[config.mk]
export PLATFORM = sky130hd
export DESIGN_NAME = asa_front
export DESIGN_NICKNAME = d
export VERILOG_FILES = /design/src/sv/assert_macros.svh /design/src/sv/asa_pkg.sv /design/src/sv/asa_front.sv
export SDC_FILE = /design/constraint.sdc
export NUM_CORES = 1
export LEC_CHECK = 0
export BUFFER_PORTS_ARGS = -buffer_cell sky130_fd_sc_hd__buf_2
export CORE_MARGIN = 2
export CORE_UTILIZATION = 40
export CTS_CLUSTER_DIAMETER = 30
export DETAILED_ROUTE_END_ITERATION = 10
export SYNTH_ARGS = -nofsm -noshare
export SYNTH_HDL_FRONTEND = slang
export SYNTH_SLANG_ARGS = --single-unit
[constraint.sdc]
create_clock -name i_clk -period 10.2 [get_ports i_clk]
set_input_delay 2.55 -clock i_clk [delete_from_list [all_inputs] [get_ports i_clk]]
set_output_delay 2.55 -clock i_clk [all_outputs]
set_load 0.01 [all_outputs]
[src/sv/assert_macros.svh]
// Assertion macros for the steering angle block
`ifndef ASSERT_MACROS_SVH
`define ASSERT_MACROS_SVH
`ifndef SYNTHESIS
// ante implies cons on the same edge
`define ASA_ASSERT_IMP(lbl, clk, rstn, ante, cons) \
    lbl: assert property (@(posedge clk) disable iff (!rstn) (ante) |-> (cons)) \
    else $error("assertion failed");
// ante implies cons on the next edge
`define ASA_ASSERT_NXT(lbl, clk, rstn, ante, cons) \
    lbl: assert property (@(posedge clk) disable iff (!rstn) (ante) |=> (cons)) \
    else $error("assertion failed");
`else
`define ASA_ASSERT_IMP(lbl, clk, rstn, ante, cons)
`define ASA_ASSERT_NXT(lbl, clk, rstn, ante, cons)
`endif
`endif

[src/sv/asa_pkg.sv]
package asa_pkg;

    // register indexes of the configuration port
    typedef enum logic [2:0] {
        REG_MAX_RADIUS = 3'd0,
        REG_MIN_RADIUS = 3'd1,
        REG_FRONT_ARM  = 3'd2,
        REG_BACK_ARM   = 3'd3,
        REG_HALF_TRACK = 3'd4,
        REG_DEAD_ZONE  = 3'd5
    } t_reg_idx;

    localparam logic [14:0] STRAIGHT_RADIUS = 15'd32766;
    localparam logic [7:0]  ANGLE_MIN       = 8'd45;
    localparam logic [7:0]  ANGLE_MAX       = 8'd150;
    localparam logic [7:0]  CENTER_FR       = 8'd98;
    localparam logic [7:0]  CENTER_BR       = 8'd95;
    localparam logic [7:0]  CENTER_FL       = 8'd90;
    localparam logic [7:0]  CENTER_BL       = 8'd103;
    localparam logic [6:0]  OFFSET_SAT      = 7'd90;
    // ceil(2^31 / 255): exact quotient for products below 2^24
    localparam logic [23:0] RECIP_255       = 24'd8421505;
    localparam int          RECIP_SHIFT     = 31;
    localparam int          QDEPTH          = 4;
    localparam int          QAW             = 2;

    // one classified stick sample
    typedef struct packed {
        logic               cen;
        logic               left;
        logic [14:0]        radius;
        logic signed [16:0] rout;
        logic signed [16:0] rin;
    } t_job;

    // sideband carried beside the lanes
    typedef struct packed {
        logic        cen;
        logic        left;
        logic [14:0] radius;
    } t_side;

    // atan(2^-i) in units of 2^-24 degree
    function automatic logic [31:0] f_atan(input int i);
        logic [31:0] v;
        case (i)
            0:  v = 32'd754974720;
            1:  v = 32'd445687602;
            2:  v = 32'd235489088;
            3:  v = 32'd119537938;
            4:  v = 32'd60000934;
            5:  v = 32'd30029717;
            6:  v = 32'd15018523;
            7:  v = 32'd7509720;
            8:  v = 32'd3754917;
            9:  v = 32'd1877466;
            10: v = 32'd938734;
            11: v = 32'd469367;
            12: v = 32'd234684;
            13: v = 32'd117342;
            14: v = 32'd58671;
            15: v = 32'd29335;
            16: v = 32'd14668;
            17: v = 32'd7334;
            18: v = 32'd3667;
            19: v = 32'd1833;
            20: v = 32'd917;
            21: v = 32'd458;
            22: v = 32'd229;
            23: v = 32'd115;
            24: v = 32'd57;
            default: v = 32'd0;
        endcase
        return v;
    endfunction

endpackage

[src/sv/asa_front.sv]
module asa_front
    import asa_pkg::*;
(
    input  logic              i_clk,
    input  logic              i_rst_n,
    input  logic              i_push,
    input  logic signed [8:0] i_stick_x,
    input  logic [14:0]       i_max_radius,
    input  logic [14:0]       i_min_radius,
    input  logic [11:0]       i_half_track,
    input  logic [7:0]        i_dead_zone,
    input  logic              i_q_full,
    output logic              o_stall,
    output logic              o_q_push,
    output t_job              o_q_job
);

    logic        r_v1, r_v2, r_v3, r_v4;
    logic        r_cen1, r_cen2, r_cen3, r_cen4;
    logic        r_left1, r_left2, r_left3, r_left4;
    logic [7:0]  r_mag1;
    logic [22:0] r_prod2;
    logic [14:0] r_q3;
    t_job        r_job4;
    logic        en;
    logic [9:0]  mag;
    logic [9:0]  x_ext;
    logic        dir_down;
    logic [14:0] diff;
    logic [46:0] recip_prod;
    logic [14:0] radius;

    // advance unless the last stage holds an item the queue cannot take
    assign en       = !(r_v4 && i_q_full);
    assign o_stall  = !en;
    assign o_q_push = r_v4 && !i_q_full;
    assign o_q_job  = r_job4;

    // magnitude of the stick sample
    assign x_ext = {i_stick_x[8], i_stick_x};
    assign mag   = i_stick_x[8] ? (~x_ext + 10'd1) : x_ext;

    // radius span between the two registers
    assign dir_down   = i_max_radius >= i_min_radius;
    assign diff       = dir_down ? (i_max_radius - i_min_radius)
                                 : (i_min_radius - i_max_radius);
    assign recip_prod = r_prod2 * RECIP_255;
    assign radius     = dir_down ? (i_max_radius - r_q3) : (i_max_radius + r_q3);

    // valid chain
    always_ff @(posedge i_clk) begin
        if (!i_rst_n) begin
            r_v1 <= 1'b0;
            r_v2 <= 1'b0;
            r_v3 <= 1'b0;
            r_v4 <= 1'b0;
        end else if (en) begin
            r_v1 <= i_push;
            r_v2 <= r_v1;
            r_v3 <= r_v2;
            r_v4 <= r_v3;
        end
    end

    // classify, scale, divide by 255, form the radii
    always_ff @(posedge i_clk) begin
        if (en) begin
            r_cen1  <= mag <= {2'b00, i_dead_zone};
            r_left1 <= i_stick_x[8];
            r_mag1  <= (mag > 10'd255) ? 8'd255 : mag[7:0];
            r_cen2  <= r_cen1;
            r_left2 <= r_left1;
            r_prod2 <= r_mag1 * diff;
            r_cen3  <= r_cen2;
            r_left3 <= r_left2;
            r_q3    <= recip_prod[RECIP_SHIFT+14:RECIP_SHIFT];
            r_job4.cen    <= r_cen3;
            r_job4.left   <= r_left3;
            r_job4.radius <= r_cen3 ? STRAIGHT_RADIUS : radius;
            r_job4.rout   <= $signed({2'b00, radius}) + $signed({5'b00000, i_half_track});
            r_job4.rin    <= $signed({2'b00, radius}) - $signed({5'b00000, i_half_track});
        end
    end

endmodule

==> impl_table.tex <==
\begin{tabular}{lr}
\hline
Metric & Value \\
\hline
\multicolumn{2}{l}{\textbf{Logic synthesis}} \\
Post-synthesis cell area & 13700 µm² \\
Share of the synthesized netlist area taken by xor and xnor gates & 6.73\% \\
Primary flip-flop cell chosen by synthesis mapping & sky130\_fd\_sc\_hd\_\_edfxtp\_1 \\
Flops \& latches, synth & 104 \\
Simple-gate share of the synthesized area & 13.7\% \\
Async set-reset flop share out of synthesis & 0\% \\
Post-synthesis sequential area ratio & 22.5\% \\
Mux contribution to synthesized area & 0.675\% \\
Synthesized instance count & 1429 \\
EDFF count, synth & 100 \\
Arithmetic-cell share of the synthesized area counting full adders, half adders and majority gates & 36.6\% \\
Largest family of logic cells by synthesized area & adder cells \\
Distinct cell type count of the synthesized netlist & 71 \\
Number of warning messages in the yosys log & 0 \\
Average cell area after synthesis & 9.60 µm² \\
Syn\_nets & 1834 \\
Complex-gate fraction of the synthesized area & 12.2\% \\
\multicolumn{2}{l}{\textbf{Clock network}} \\
Maximum buffer depth of the clock tree & 2 \\
CTS tree & done \\
CTS Hold Buffers Added & 0 \\
Count of cells resized by post-cts repair & 0 \\
Sink count of the clock tree & 104 \\
Deepest level of the CTS H-tree & 3 \\
Clk slew on worst S/H paths & 0.08 ns \\
Skew-Pair Late Insertion Delay & 0.36 ns \\
Number of buffers created by CTS & 9 \\
Root buffer selected by CTS & sky130\_fd\_sc\_hd\_\_clkbuf\_16 \\
Total setup buffers inserted after CTS & 0 \\
\multicolumn{2}{l}{\textbf{Critical path}} \\
Critical-path maximum fanout & 8 \\
Slack of the worst reg-to-reg path & 4.53 ns \\
Worst endpoint data arrival time & 9.71 ns \\
Startpoint Class & input pin \\
Type of the worst setup path & in -> reg \\
CP Capture Type & register \\
Data required time of the critical path & 10.31 ns \\
\multicolumn{2}{l}{\textbf{STA}} \\
Final critical-path share of the clock period & 94.1\% \\
Setup repair after global routing missed its margin & false \\
Worst Skew & 0.00677 ns \\
Final number of setup-violating endpoints & 0 \\
Transition time of the tightest slew-check pin & 0.718 ns \\
Final hold viol count & 0 \\
Highest Clock Rate & 0.104 GHz \\
Number of pins with negative max-slew slack in the final report & 0 \\
Relative slew margins & 50.9\% \\
Final-layout setup total negative slack & 0 ns \\
Time the final worst path needs with I/O delays and setup & 9.60 ns \\
\multicolumn{2}{l}{\textbf{Final layout}} \\
Fillers & 3238 \\
Fraction of final layout cells with drive strength greater than 1 & 11.9\% \\
Area of combinational cells with multiple inputs & 9590 µm² \\
Synth-to-layout area growth & 10.2\% \\
Sequential standard cell area & 3080 µm² \\
Net total in the final layout & 1943 \\
\multicolumn{2}{l}{\textbf{Floorplanning}} \\
Vertical die dimension & 189 µm \\
Die ar. & 35800 µm² \\
Placeable core region & 33600 µm² \\
Cell row count & 67 \\
Width of the die & 189 µm \\
Starting density of the core & 40.8\% \\
Number of top-level pins & 116 \\
\multicolumn{2}{l}{\textbf{Routing}} \\
Total length of routed wires & 31400 µm \\
Number of nets still failing antenna checks after routing & 0 \\
Avg Vias per Cell & 5.07 \\
DR pass1 iterations & 7 \\
Vias & 10092 \\
First-iteration detailed-routing DRC count & 496 \\
Drt drc & 0 \\
Per-cell routed wire length & 15.8 µm \\
\multicolumn{2}{l}{\textbf{Global routing}} \\
Vias in the first global route & 10369 \\
All-layer global routing usage & 18.4\% \\
Initial antenna violation count & 0 \\
Global-route wire length before repair & 52500 µm \\
Most used routing layer in global routing & met2 \\
Pin count of the biggest net entering global routing & 58 \\
Remaining global-route overflow & 0 \\
Met1 track utilization from global routing & 23.8\% \\
Met3 GRT Util & 2.30\% \\
GR met2 Demand/Resource & 32.1\% \\
\multicolumn{2}{l}{\textbf{Placement}} \\
Half-perimeter wire length after placement & 26400 µm \\
Number of buffers inserted by port buffering & 114 \\
Global placement routability congestion & 0.912 \\
\multicolumn{2}{l}{\textbf{Min path}} \\
Path type of the worst min-delay path & reg -> reg \\
\multicolumn{2}{l}{\textbf{Flow run}} \\
Number of maximum-capacitance violations & 0 \\
\multicolumn{2}{l}{\textbf{Outcome}} \\
Result of the run & complete, no violations \\
\hline
\end{tabular}
-- worst max-delay path, stage by stage --
cell and delay [ns]:
sky130_fd_sc_hd__buf_2 0.11, sky130_fd_sc_hd__inv_1 0.04, sky130_fd_sc_hd__ha_1 0.48, sky130_fd_sc_hd__nand2_2 0.13, sky130_fd_sc_hd__or4b_4 0.57, sky130_fd_sc_hd__o31ai_4 0.20
sky130_fd_sc_hd__a21oi_2 0.12, sky130_fd_sc_hd__o21ai_2 0.19, sky130_fd_sc_hd__mux2i_1 0.16, sky130_fd_sc_hd__xnor2_1 0.52, sky130_fd_sc_hd__nand2_1 0.14, sky130_fd_sc_hd__fa_1 0.49
sky130_fd_sc_hd__fa_1 0.56, sky130_fd_sc_hd__inv_1 0.06, sky130_fd_sc_hd__fa_1 0.54, sky130_fd_sc_hd__inv_1 0.06, sky130_fd_sc_hd__fa_1 0.54, sky130_fd_sc_hd__inv_1 0.05
sky130_fd_sc_hd__ha_1 0.35, sky130_fd_sc_hd__a21o_1 0.19, sky130_fd_sc_hd__a21o_1 0.18, sky130_fd_sc_hd__o21ai_1 0.16, sky130_fd_sc_hd__a21oi_1 0.13, sky130_fd_sc_hd__o41a_1 0.36
sky130_fd_sc_hd__a22o_1 0.22, sky130_fd_sc_hd__or4_1 0.38, sky130_fd_sc_hd__o311ai_0 0.12, sky130_fd_sc_hd__xnor2_1 0.10
-- per-layer routing --
layer  vias to the layer above  part of all wire, %
li1                       5011                    -
met1                      4819                   45
met2                       222                   49
met3                        40                  4.3
met4                         0                  2.5
met5                         -                    0
-- sequential cells by signal (all words and copies together), names as in the netlist --
signal / flops
r_v4: 1
r_left3: 1
r_v3: 1
o_q_job: 48
r_cen2: 1
r_left1: 1
r_v1: 1
r_v2: 1
r_cen3: 1
r_q3: 15
r_cen1: 1
r_mag1: 8
r_left2: 1
r_prod2: 23
-- final cells by class --
cell class                      instances  share of cell area, %
Sequential cell                       104                   20.4
Antenna cell                            1                 0.0165
Multi-Input combinational cell       1059                   63.4
Tap cell                              448                   3.71
Clock inverter                          7                  0.571
Clock buffer                            9                   1.49
Inverter                              233                   5.78
Timing Repair Buffer                  131                   4.62
-- worst paths after layout --
path                      end             start  cells after the start
setup reg to reg  r_prod2[19]         r_mag1[4]                     19
hold / removal         r_cen2            r_cen1                      0
setup / recovery  r_prod2[19]  i_max_radius[10]                     28
hold reg to reg        r_cen2            r_cen1                      0
-- per-stage QoR --
step | utilization [%] | setup WS (ns) | instances | instance area, µm² | hold WS (ns)
floorplan | - | 0.830 | 1429 | 13700 | 0.400
global placement | 44.1 | 0.373 | 1975 | 14800 | 0.401
detailed placement | 44.1 | 0.260 | 1975 | 14800 | 0.405
CTS | 45.0 | 0.628 | 1991 | 15100 | 0.424
global route | 45.0 | 0.0923 | 1991 | 15100 | 0.431
finish | 45.0 | 0.604 | 1992 | 15100 | 0.424
-- synth_stat cells, types with 16 or more instances --
cell	n	area share (%)
sky130_fd_sc_hd__inv_1	233	6.4
sky130_fd_sc_hd__nor2b_1	49	2.2
sky130_fd_sc_hd__nor3_1	19	0.69
sky130_fd_sc_hd__nor2_1	55	1.5
sky130_fd_sc_hd__a21o_1	31	1.7
sky130_fd_sc_hd__fa_1	98	14
sky130_fd_sc_hd__or2_2	16	0.73
sky130_fd_sc_hd__xnor2_1	61	3.9
sky130_fd_sc_hd__o21ai_0	41	1.5
sky130_fd_sc_hd__nand2_1	81	2.2
sky130_fd_sc_hd__xor2_1	37	2.4
sky130_fd_sc_hd__o21a_1	25	1.4
sky130_fd_sc_hd__ha_1	244	22
sky130_fd_sc_hd__edfxtp_1	100	22
sky130_fd_sc_hd__and2_1	73	3.3
sky130_fd_sc_hd__nand2b_1	22	1.0
sky130_fd_sc_hd__a21oi_1	69	2.5
sky130_fd_sc_hd__clkbuf_1	19	0.52
-- placed cells by master (no fill, tap or decap), types with 22 or more instances in the layout --
master,instances
sky130_fd_sc_hd__a21o_1,31
sky130_fd_sc_hd__nand2_1,80
sky130_fd_sc_hd__buf_2,114
sky130_fd_sc_hd__xor2_1,37
sky130_fd_sc_hd__nand2b_1,22
sky130_fd_sc_hd__and2_1,73
sky130_fd_sc_hd__a21oi_1,69
sky130_fd_sc_hd__nor2b_1,49
sky130_fd_sc_hd__xnor2_1,61
sky130_fd_sc_hd__edfxtp_1,100
sky130_fd_sc_hd__inv_1,233
sky130_fd_sc_hd__nor2_1,55
sky130_fd_sc_hd__o21ai_0,41
sky130_fd_sc_hd__o21a_1,25
sky130_fd_sc_hd__ha_1,244
sky130_fd_sc_hd__fa_1,98
-- kinds of logic after synthesis --
group	count (synthesis)
AOI/OAI and AO/OA	248
DFF	104
buffers and inverters	266
and+or+nand+nor	357
other	1
muxes	9
adders and majority gates	342
xor gates and xnor gates	102
Power is not shown: default switching activity piles up to over one toggle a cycle in this logic, so the estimate is an artifact.
