==> src/sv/assert_macros.svh <==
// Assertion macros for the steering angle block
`ifndef ASSERT_MACROS_SVH
`define ASSERT_MACROS_SVH
`ifndef SYNTHESIS
// ante implies cons on the same edge
`define ASA_ASSERT_IMP(lbl, clk, rstn, ante, cons) \
    lbl: assert property (@(posedge clk) disable iff (!rstn) (ante) |-> (cons)) \
    else $error("assertion failed");
// ante implies cons on the next edge
`define ASA_ASSERT_NXT(lbl, clk, rstn, ante, cons) \
    lbl: assert property (@(posedge clk) disable iff (!rstn) (ante) |=> (cons)) \
    else $error("assertion failed");
`else
`define ASA_ASSERT_IMP(lbl, clk, rstn, ante, cons)
`define ASA_ASSERT_NXT(lbl, clk, rstn, ante, cons)
`endif
`endif

==> src/sv/asa_pkg.sv <==
package asa_pkg;

    // register indexes of the configuration port
    typedef enum logic [2:0] {
        REG_MAX_RADIUS = 3'd0,
        REG_MIN_RADIUS = 3'd1,
        REG_FRONT_ARM  = 3'd2,
        REG_BACK_ARM   = 3'd3,
        REG_HALF_TRACK = 3'd4,
        REG_DEAD_ZONE  = 3'd5
    } t_reg_idx;

    localparam logic [14:0] STRAIGHT_RADIUS = 15'd32766;
    localparam logic [7:0]  ANGLE_MIN       = 8'd45;
    localparam logic [7:0]  ANGLE_MAX       = 8'd150;
    localparam logic [7:0]  CENTER_FR       = 8'd98;
    localparam logic [7:0]  CENTER_BR       = 8'd95;
    localparam logic [7:0]  CENTER_FL       = 8'd90;
    localparam logic [7:0]  CENTER_BL       = 8'd103;
    localparam logic [6:0]  OFFSET_SAT      = 7'd90;
    // ceil(2^31 / 255): exact quotient for products below 2^24
    localparam logic [23:0] RECIP_255       = 24'd8421505;
    localparam int          RECIP_SHIFT     = 31;
    localparam int          QDEPTH          = 4;
    localparam int          QAW             = 2;

    // one classified stick sample
    typedef struct packed {
        logic               cen;
        logic               left;
        logic [14:0]        radius;
        logic signed [16:0] rout;
        logic signed [16:0] rin;
    } t_job;

    // sideband carried beside the lanes
    typedef struct packed {
        logic        cen;
        logic        left;
        logic [14:0] radius;
    } t_side;

    // atan(2^-i) in units of 2^-24 degree
    function automatic logic [31:0] f_atan(input int i);
        logic [31:0] v;
        case (i)
            0:  v = 32'd754974720;
            1:  v = 32'd445687602;
            2:  v = 32'd235489088;
            3:  v = 32'd119537938;
            4:  v = 32'd60000934;
            5:  v = 32'd30029717;
            6:  v = 32'd15018523;
            7:  v = 32'd7509720;
            8:  v = 32'd3754917;
            9:  v = 32'd1877466;
            10: v = 32'd938734;
            11: v = 32'd469367;
            12: v = 32'd234684;
            13: v = 32'd117342;
            14: v = 32'd58671;
            15: v = 32'd29335;
            16: v = 32'd14668;
            17: v = 32'd7334;
            18: v = 32'd3667;
            19: v = 32'd1833;
            20: v = 32'd917;
            21: v = 32'd458;
            22: v = 32'd229;
            23: v = 32'd115;
            24: v = 32'd57;
            default: v = 32'd0;
        endcase
        return v;
    endfunction

endpackage

==> src/sv/asa_queue.sv <==
`include "assert_macros.svh"
module asa_queue
    import asa_pkg::*;
(
    input  logic i_clk,
    input  logic i_rst_n,
    input  logic i_push,
    input  t_job i_job,
    output logic o_full,
    input  logic i_pop,
    output logic o_empty,
    output t_job o_job
);

    t_job         r_mem [0:QDEPTH-1];
    logic [QAW-1:0] r_wp, r_rp;
    logic [QAW:0]   r_cnt;
    logic           do_push, do_pop;

    assign o_full  = r_cnt == (QAW+1)'(QDEPTH);
    assign o_empty = r_cnt == '0;
    assign do_push = i_push && !o_full;
    assign do_pop  = i_pop && !o_empty;
    assign o_job   = r_mem[r_rp];

    // pointers and fill count
    always_ff @(posedge i_clk) begin
        if (!i_rst_n) begin
            r_wp  <= '0;
            r_rp  <= '0;
            r_cnt <= '0;
        end else begin
            if (do_push) r_wp <= r_wp + 1'b1;
            if (do_pop)  r_rp <= r_rp + 1'b1;
            if (do_push && !do_pop)      r_cnt <= r_cnt + 1'b1;
            else if (do_pop && !do_push) r_cnt <= r_cnt - 1'b1;
        end
    end

    // store entries
    always_ff @(posedge i_clk) begin
        if (do_push) r_mem[r_wp] <= i_job;
    end

    `ASA_ASSERT_IMP(a_no_push_full, i_clk, i_rst_n, i_push, !o_full)
    `ASA_ASSERT_IMP(a_cnt_bound, i_clk, i_rst_n, 1'b1, r_cnt <= (QAW+1)'(QDEPTH))
    `ASA_ASSERT_NXT(a_cnt_up, i_clk, i_rst_n, do_push && !do_pop, r_cnt == $past(r_cnt) + 1'b1)

endmodule

==> config.mk <==
export PLATFORM = sky130hd
export DESIGN_NAME = asa_queue
export DESIGN_NICKNAME = d
export VERILOG_FILES = /design/src/sv/asa_pkg.sv /design/src/sv/asa_queue.sv
export VERILOG_INCLUDE_DIRS = /design/src /design/src/sv
export SDC_FILE = /design/constraint.sdc
export NUM_CORES = 1
export LEC_CHECK = 0
export BUFFER_PORTS_ARGS = -buffer_cell sky130_fd_sc_hd__buf_2
export CORE_ASPECT_RATIO = 0.7
export CORE_MARGIN = 2
export CORE_UTILIZATION = 51
export DETAILED_ROUTE_END_ITERATION = 7
export GPL_ROUTABILITY_DRIVEN = 0
export PLACE_DENSITY_LB_ADDON = 0.12
export SETUP_SLACK_MARGIN = 0.3
export SLEW_MARGIN = 20
export SYNTH_ARGS = -nofsm -noshare
export SYNTH_HDL_FRONTEND = slang
export SYNTH_SLANG_ARGS = --single-unit
export TNS_END_PERCENT = 5
==> constraint.sdc <==
create_clock -name i_clk -period 2.5 [get_ports i_clk]
set_input_delay 0.75 -clock i_clk [delete_from_list [all_inputs] [get_ports i_clk]]
set_output_delay 0.75 -clock i_clk [all_outputs]
set_load 0.005 [all_outputs]
==> results.md, run 1 <==
* Final Cell Area at ~9700 µm²
* Worst-Skew Late Latency at about 480 ps
* Worst endpoint required time at 1750 ps
* Routed WL at between 10 and 15 mm
* Min-Delay Startpoint: i_job[29]
* CP Data Arrival Time at approximately 1800 ps
* Clock root cell: clkbuf_16
* Status: complete, but fails checks
* Area delta synth->final at 22.8%
* Max-cap violation count at 0
* Synth Instances at around 320
* Clk pin slew, worst setup/hold paths at approximately 60 ps
* Die Ht at approximately 110 µm
* Crit path time final at 2590 ps
* Power, Total at approximately 10 mW
* Routed len/inst at ~20 µm
* Pin count of the biggest net entering global routing at 34
* Hold Path Class: input pin to flip-flop
* Worst r2r src: r_cnt[2]
* Tot GR Track Use at around 17%
* Synth Register Bits at between 200 and 250
* Post-DRT Antenna Nets at 0
* Die X at about 150 µm
* Vias/cell at 5.30
* CTS tree: done
* Top FF cell, synth: edfxtp_1
* FF-to-FF path depth at 8
* Synth Area per Inst at approximately 25 µm²
* Final #Nets at approximately 520
* Number of synthesized flops with an enable pin at roughly 200
* Cell Area, Synth at a little under 8000 µm²
* First-pass GRT wire length at 20.9 mm
* WHS Endpoint: r_mem[2][29]
* Hold Crit Depth at 1
* H-tree level count at 1
* # hold bufs at CTS at 0
* Cell Area, Placed at slightly below 9000 µm²
* Core Footprint at between 15000 and 20000 µm²
* Mapped Nets at roughly 380
* Clk buf depth at 3
* Cts bufs inserted at 21
* Failing checks: negative setup slack
* Worst relative slew slack at between 70% and 80%
* Leakage at ~3.3 nW
* Grt total ovfl at 0
* PnR worst setup slack at -91.6 ps
* CP Max Fanout at 7
* Iteration count of the initial detailed-routing pass at 5
* PortBufs at roughly 110
* Unique masters post-synth at 25
* Vias in the first global route at between 3000 and 4000
* Via count at approximately 3600
* Final setup vio count at 51
* Worst Setup Path Type: flip-flop to output pin
* Drt first-iter violations at slightly below 200
* Row Count at 38
* TritonCTS Sinks at roughly 210
* Final Cycle Share at 104%
* Skew final at between 10 and 15 ps
* Yosys top cell area share at 77.5%
* Worst Max-Slew Pin Slew at around 390 ps
* Residual DRC at 0
* Max-slew violations at 0
* CP Launch Type: flip-flop
* Crit Reg-Reg Endpoint: r_cnt[2]
* Antenna violations before repair at 0
* Starting Density at between 50% and 60%
* Reg2Reg Setup Slack at ~450 ps
* Most frequent cell after synthesis: edfxtp_1
* Crit. End Element: output pin
* DIE AREA at approximately 17000 µm²
* RSZ-0062 raised after global routing: true
* Hold Violations, Final at 0
* Ys async rst share at 0%
* Seq/Total Area, Yosys at between 70 and 80%
* Post-synth top cells: edfxtp_1, mux4_2, dfxtp_1, and2_1
* Setup_tns at -1950 ps
* Fmax at between 0.3 and 0.4 GHz
* Share of cells above drive strength 1 at roughly 48%
* HPWL Detailed at 8.39 mm
* Yosys top cell by area: edfxtp_1
* Ranking of synthesized cells by area: edfxtp_1, mux4_2, dfxtp_1
* Peak supply drop at approximately 0.63 mV
* Synth warnings at 0
* Fillers at roughly 1100
* IO Pins at between 100 and 150
* Cell Pwr Density at 1050 nW/µm²
-- critical path: stages, from the launching register on --
cell and delay (ps):
dfxtp_4 380, buf_4 140, buf_12 140, mux4_2 550
buf_2 150
-- layer usage --
layer / global-route usage, % / up-vias / routed length, µm / part of all wire [%]
met5: 0 / - / 0 / 0
met4: 4.17 / 0 / 255 / 1.9
met3: 4.25 / 23 / 699 / 5.1
met2: 27.9 / 87 / 6660 / 49
met1: 22.5 / 1829 / 6050 / 44
li1: - / 1621 / - / -
-- per-stage QoR --
step / util, % / hold slack, ps / setup WS [ps] / instances
2_1_floorplan: - / 468 / -163 / 315
3_3_place_gp: 57.6 / 482 / 228 / 627
3_5_place_dp: 57.6 / 492 / 138 / 627
4_1_cts: 63.1 / 460 / -109 / 670
5_1_grt: 63.4 / 467 / -146 / 671
6_report: 63.4 / 479 / -91.6 / 672
-- timing repair --
action	CTS	global route
setup buffers	4	1
cloned	2	0
gates resized for setup	9	10
endpoints found under the setup margin	51	52
-- cells by family after synthesis --
family,synth area share (%)
flip-flops,79.7
multiplexers,15.0
buffers and inverters,2.10
AND/OR/NAND/NOR,1.28
adder cells (fa/ha/maj),1.04
AO/OA/AOI/OAI,0.427
XOR/XNOR,0.443
-- cell type report --
type | instances | area [µm²] | area share [%]
antenna | 1 | 2.50 | 0.0258
clock inverter | 12 | 161 | 1.66
inverter | 3 | 11.3 | 0.116
clock buffer | 25 | 551 | 5.67
timing repair buffer | 133 | 971 | 10.0
sequential | 213 | 6310 | 65.0
tap | 200 | 250 | 2.58
multi-input combinational | 85 | 1450 | 14.9
-- flip-flops by register name (all words and copies together), names as in the netlist, named ones only --
| signal | cells |
|---|---|
| r_mem | 204 |
| r_cnt | 3 |
| r_rp | 2 |
| r_wp | 2 |
-- how the worst max path moves through the flow --
stage	from	to	slack [ps]	cells past startpoint
2_1_floorplan	i_push	r_mem[3][0]	-160	3
3_3_place_gp	i_push	r_cnt[2]	230	8
3_5_place_dp	i_push	r_cnt[2]	140	8
4_1_cts	flip-flop	o_job[40]	-110	4
5_1_grt	flip-flop	o_job[19]	-150	4
6_report	flip-flop	o_job[50]	-90	4
-- power breakdown --
| group | internal, mW | total [mW] | switching, mW |
|---|---|---|---|
| clock | 1.98 | 3.22 | 1.23 |
| combinational | 1.43 | 2.47 | 1.03 |
| sequential | 4.34 | 4.47 | 0.131 |
-- cell usage in the layout (no fill, tap or decap), types with 3 or more instances in the layout --
| master | n |
|---|---|
| and2_1 | 4 |
| and2_2 | 4 |
| buf_12 | 11 |
| buf_2 | 104 |
| buf_4 | 9 |
| buf_6 | 4 |
| bufinv_16 | 4 |
| clkbuf_1 | 3 |
| clkbuf_16 | 21 |
| clkinv_1 | 4 |
| dfxtp_1 | 4 |
| dfxtp_2 | 4 |
| edfxtp_1 | 204 |
| ha_1 | 4 |
| inv_1 | 3 |
| mux2i_1 | 3 |
| mux4_2 | 51 |
| nand2_1 | 4 |
| xnor2_1 | 3 |
(Power assumes the default switching activity.)
==> run 2: changes to the inputs <==
Settings changed: PLACE_DENSITY set to 0.79, PLACE_DENSITY_LB_ADDON 0.12 to not set.
==> results.md, run 2 (synthesis results as in run 1) <==
* Crit Reg-Reg Endpoint: r_cnt[2]
* GRT Max-Usage Layer: met2
* Final #Nets at between 500 and 600
* Clock network fraction of design power at 29.5%
* CP Data Arrival Time at approximately 1800 ps
* TritonCTS Sinks at about 210
* Antenna diodes at 0
* Pin count of the biggest net entering global routing at 33
* Util after Layout at roughly 62%
* Cts bufs inserted at 20
* Pre-CTS setup slack at 95.8 ps
* Met2 Resource Use GR at around 28%
* Clk pin slew, worst setup/hold paths at approximately 60 ps
* Row Count at 38
* Worst endpoint required time at around 1800 ps
* Via count at between 3000 and 4000
* Antenna violations before repair at 1
* CP Capture Point: o_job[3]
* Largest regs: r_mem x204, r_cnt x3
* Post-DRT Antenna Nets at 0
* Worst relative slew slack at 69.8%
* P_int at between 7 and 8 mW
* Vias in the first global route at around 3800
* RSZ-0062 raised after global routing: true
* Worst Max-Slew Pin Slew at approximately 450 ps
* Routed WL at between 10 and 15 mm
* Share of cells above drive strength 1 at 45.6%
* Hold Path Class: input pin to flip-flop
* Reg power frac at a little under half
* CTS tree: done
* Max-cap violation count at 0
* Die Ht at about 110 µm
* Worst Setup Path Type: flip-flop to output pin
* Postcts setup bufs at 0
* PortBufs at roughly 110
* Max reg flops at 204
* Switch Pwr at approximately 2.3 mW
* Final setup vio count at between 50 and 60
* Status: complete, but fails checks
* Clk buf depth at 3
* Drt first-iter violations at approximately 220
* Max-slew violations at 0
* Die X at approximately 150 µm
* Leakage at 3.19 nW
* First-pass GRT wire length at 20.7 mm
* Comb pwr share at a little under a quarter
* M3 GR Usage at under 10%
* Met1 Use GR at between 20% and 30%
* Skew final at 5.53 ps
* Tot GR Track Use at between 10% and 20%
* Reg2Reg Setup Slack at approximately 460 ps
* Routed len/inst at around 20 µm
* FF-to-FF path depth at 8
* Worst r2r src: r_cnt[2]
* Crit path time final at 2580 ps
* H-tree level count at 1
* DIE AREA at about 17000 µm²
* Peak supply drop at between 0.6 and 0.7 mV
* Most frequent cells in the layout: edfxtp_1, buf_2, mux4_2
* CP Max Fanout at 15
* Crit-path slowest cell: mux4_2
* Most flops, register: r_mem
* Cell Pwr Density at slightly above 1000 nW/µm²
* Vias/cell at around 5.4
* Fillers at 1053
* Min-Delay Startpoint: i_job[18]
* Iteration count of the initial detailed-routing pass at 4
* Core Footprint at between 15000 and 20000 µm²
* Hold Violations, Final at 0
* Grt total ovfl at 0
* Area delta synth->final at 19.2%
* Starting Density at 51.7%
* Switching part of the total power at 24.2%
* Slowest cell delay on critical path at 520 ps
* Final Cycle Share at 103%
* Failing checks: negative setup slack
* Crit. End Element: output pin
* IO Pins at around 110
* Worst-Skew Late Latency at between 400 and 500 ps
* Fmax at between 0.3 and 0.4 GHz
* PnR worst setup slack at -76.2 ps
* Fin Hold WS at about 490 ps
* HPWL Detailed at approximately 7.8 mm
* Residual DRC at 0
* Clock root cell: clkbuf_16
* Cell-by-cell trace of the critical path: clkbuf_16 > mux4_2 > buf_2
* CP Launch Type: flip-flop
* Commonest non-fill, non-tap cell in the layout: edfxtp_1
==> run 2: worst min path at each step <==
stage / depth (start not counted) / endpoint
after floorplan: 2 / r_wp[1]
after global placement: 2 / r_wp[1]
after detailed placement: 2 / r_wp[1]
after CTS: 1 / r_mem[0][42]
after global routing: 1 / r_mem[1][42]
final: 1 / r_mem[3][18]
==> run 2: final cells by class <==
cell class              instances  area [µm²]  area share, %
clock buffers                  28         552           5.86
clock inverters                 7        55.1          0.584
inverters                       3        11.3          0.120
multi-input cells              85        1450           15.4
flip-flops and latches        213        6310           67.0
well taps                     200         250           2.66
repair buffers                122         791           8.39
==> run 2: worst max-delay path, delay by kind of cell (launching register included) <==
family	cells	cell delay, ps
flip-flops	1	440
multiplexers	1	520
buffers and inverters	2	380
==> run 2: metal layers <==
layer  routed length (µm)  vias up
li1                     -     1597
met5                   12        -
met4                  219        2
met3                 1030       20
met2                 6420      123
met1                 5630     1835
==> run 2: per-stage QoR <==
| step | setup TNS (ps) | instances | cell area (µm²) | power (mW) |
|---|---|---|---|---|
| 3_5_place_dp | 0 | 621 | 8720 | 6.67 |
| 4_1_cts | -3750 | 656 | 9340 | 9.53 |
| 3_3_place_gp | 0 | 621 | 8720 | 6.61 |
| 5_1_grt | -6110 | 658 | 9420 | 9.99 |
| 2_1_floorplan | -24860 | 315 | 7910 | 5.95 |
| 6_report | -1930 | 658 | 9420 | 9.52 |
==> run 2: repair_timing <==
action / CTS / global route
resized for setup: 4 / 8
hold buffers: 0 / 0
endpoints found under the setup margin: 51 / 52
hold endpoints to repair: 0 / 0
gates cloned: 0 / 2
==> run 2: power groups by stage <==
stage          combinational (mW)  sequential (mW)  clock (mW)
2_1_floorplan                1.45             4.50           0
3_3_place_gp                 2.10             4.51           0
3_5_place_dp                 2.13             4.54           0
4_1_cts                      2.18             4.47        2.88
5_1_grt                      2.43             4.52        3.03
6_report                     2.22             4.49        2.80
==> run 3: changes to the inputs <==
Settings changed: MAX_ROUTING_LAYER set to met4.
==> results.md, run 3 (synthesis results as in run 1) <==
* Crit path buf inv count at 2
* Routed len/inst at ~20 µm
* Reg power frac at 47.2%
* HPWL Detailed at around 7.8 mm
* TritonCTS Sinks at around 210
* Leakage at ~3.2 nW
* Cell Area, Placed at slightly below 9000 µm²
* # hold bufs at CTS at 0
* Util after Layout at a little over 60%
* Cell-by-cell trace of the critical path: clkbuf_16 > mux4_2 > buf_2
* Crit-path leading delay family: multiplexers
* Failing checks: negative setup slack
* Placed Instances at just over 600
* M3 GR Usage at roughly 4.9%
* First-pass GRT wire length at 20.7 mm
* Vias/cell at between 5 and 6
* Worst Max-Slew Pin Slew at approximately 450 ps
* Final Cycle Share at 103%
* CTS tree: done
* P_int at roughly 7.2 mW
* Power, Total at about 9.5 mW
* Fin Hold WS at between 400 and 500 ps
* Clk buf depth at 3
* Crit path time final at between 2000 and 3000 ps
* Starting Density at between 50% and 60%
* Postcts setup bufs at 0
* Grt total ovfl at 0
* Fmax at around 0.39 GHz
* Most frequent cells in the layout: edfxtp_1, buf_2, mux4_2
* Final setup vio count at between 50 and 60
* Post-DRT Antenna Nets at 0
* Clk pin slew, worst setup/hold paths at around 60 ps
* Vias in the first global route at 3788
* Routed WL at about 13 mm
* Clock network fraction of design power at 29.5%
* CP Data Arrival Time at 1830 ps
* Worst-Skew Late Latency at between 400 and 500 ps
* Most flops, register: r_mem
* Max-cap violation count at 0
* Share of cells above drive strength 1 at a little under half
* Cell Pwr Density at ~1000 nW/µm²
* Hold Crit Depth at 1
* Final Cell Area at around 9400 µm²
* Switch Pwr at approximately 2.3 mW
* Pin count of the biggest net entering global routing at 33
* Final #Nets at 506
* Met2 Resource Use GR at 27.7%
* Max-slew violations at 0
* Met1 Use GR at 22.0%
* Worst Setup Path Type: flip-flop to output pin
* PnR worst setup slack at -80.5 ps
* Die X at around 150 µm
* Tot GR Track Use at between 10% and 20%
* Row Count at 38
* Crit. End Element: output pin
* Residual DRC at 0
* Hold Path Class: input pin to flip-flop
* IO Pins at roughly 110
* DIE AREA at 16500 µm²
* Cts bufs inserted at 20
* Comb pwr share at about a quarter
* Status: complete, but fails checks
* Crit Reg-Reg Endpoint: r_cnt[2]
* Worst r2r src: r_cnt[2]
* Via count at 3602
* CP Launch Type: flip-flop
* Worst endpoint required time at ~1800 ps
* Die Ht at between 100 and 150 µm
* Largest regs: r_mem x204, r_cnt x3
* WHS Endpoint: r_mem[3][18]
* Slowest cell delay on critical path at 520 ps
* Commonest non-fill, non-tap cell in the layout: edfxtp_1
* H-tree level count at 1
* Peak supply drop at between 0.6 and 0.7 mV
* Area delta synth->final at 19.2%
* Hold Violations, Final at 0
* Antenna violations before repair at 1
* CP Depth at 3
* Crit-path slowest cell: mux4_2
* Iteration count of the initial detailed-routing pass at 4
* Switching part of the total power at around a quarter
* GRT Max-Usage Layer: met2
* Reg2Reg Setup Slack at around 460 ps
* Min-Delay Startpoint: i_job[18]
* Drt first-iter violations at around 200
* RSZ-0062 raised after global routing: true
* Post-Layout Cell Count at between 600 and 700
* Max reg flops at 204
* FF-to-FF path depth at 8
* Worst relative slew slack at a little over two thirds
* Skew final at 6.19 ps
* Core Footprint at between 15000 and 20000 µm²
* Clock root cell: clkbuf_16
* PortBufs at 107
* CP Max Fanout at 15
run 3: cell types whose count changed in the layout (fill, tap and decap cells not counted):
cell	previous run	this run
diode_2	0	1
run 3: worst register-to-register path: cells and delay by family, from the launching register on:
family                   cells  cell delay, ps
AO/OA/AOI/OAI                1             160
XOR/XNOR                     1             160
adder cells (fa/ha/maj)      2             580
buffers and inverters        1              50
flip-flops                   1             370
AND/OR/NAND/NOR              3             640
run 3: cell type report:
class | count | area [µm²]
Antenna cell | 1 | 2.50
Clock buffer | 28 | 552
Clock inverter | 7 | 55.1
Fill cell | 1054 | 5880
Inverter | 3 | 11.3
Multi-Input combinational cell | 85 | 1450
Sequential cell | 213 | 6310
Tap cell | 200 | 250
Timing Repair Buffer | 122 | 791
run 3: metrics by stage:
step | TNS (ps) | setup slack [ps]
global placement | 0 | 230
CTS | -3750 | -126
floorplan | -24860 | -163
detailed placement | 0 | 95.8
global route | -6100 | -157
finish | -1940 | -80.5
run 3: worst max path at each step:
stage / from / end / slack [ps]
floorplan: i_push / r_mem[3][0] / -160
global placement: i_push / r_cnt[2] / 230
detailed placement: i_push / r_cnt[2] / 100
CTS: flip-flop / o_job[42] / -130
global route: flip-flop / o_job[3] / -160
finish: flip-flop / o_job[3] / -80
run 3: metal layers:
layer,vias to the layer above,part of all wire (%)
li1,1598,-
met1,1858,43
met2,126,48
met3,20,7.5
met4,0,1.5
met5,-,0
run 3: what timing repair did:
action	in CTS	in global routing
gates cloned	0	2
gates resized for setup	4	8
setup endpoints to repair	51	52
run 3: power groups by stage:
stage	registers [mW]	clock network (mW)	logic [mW]
6_report	4.49	2.81	2.22
5_1_grt	4.52	3.03	2.43
4_1_cts	4.47	2.88	2.18
3_5_place_dp	4.54	0	2.13
3_3_place_gp	4.51	0	2.10
2_1_floorplan	4.50	0	1.45
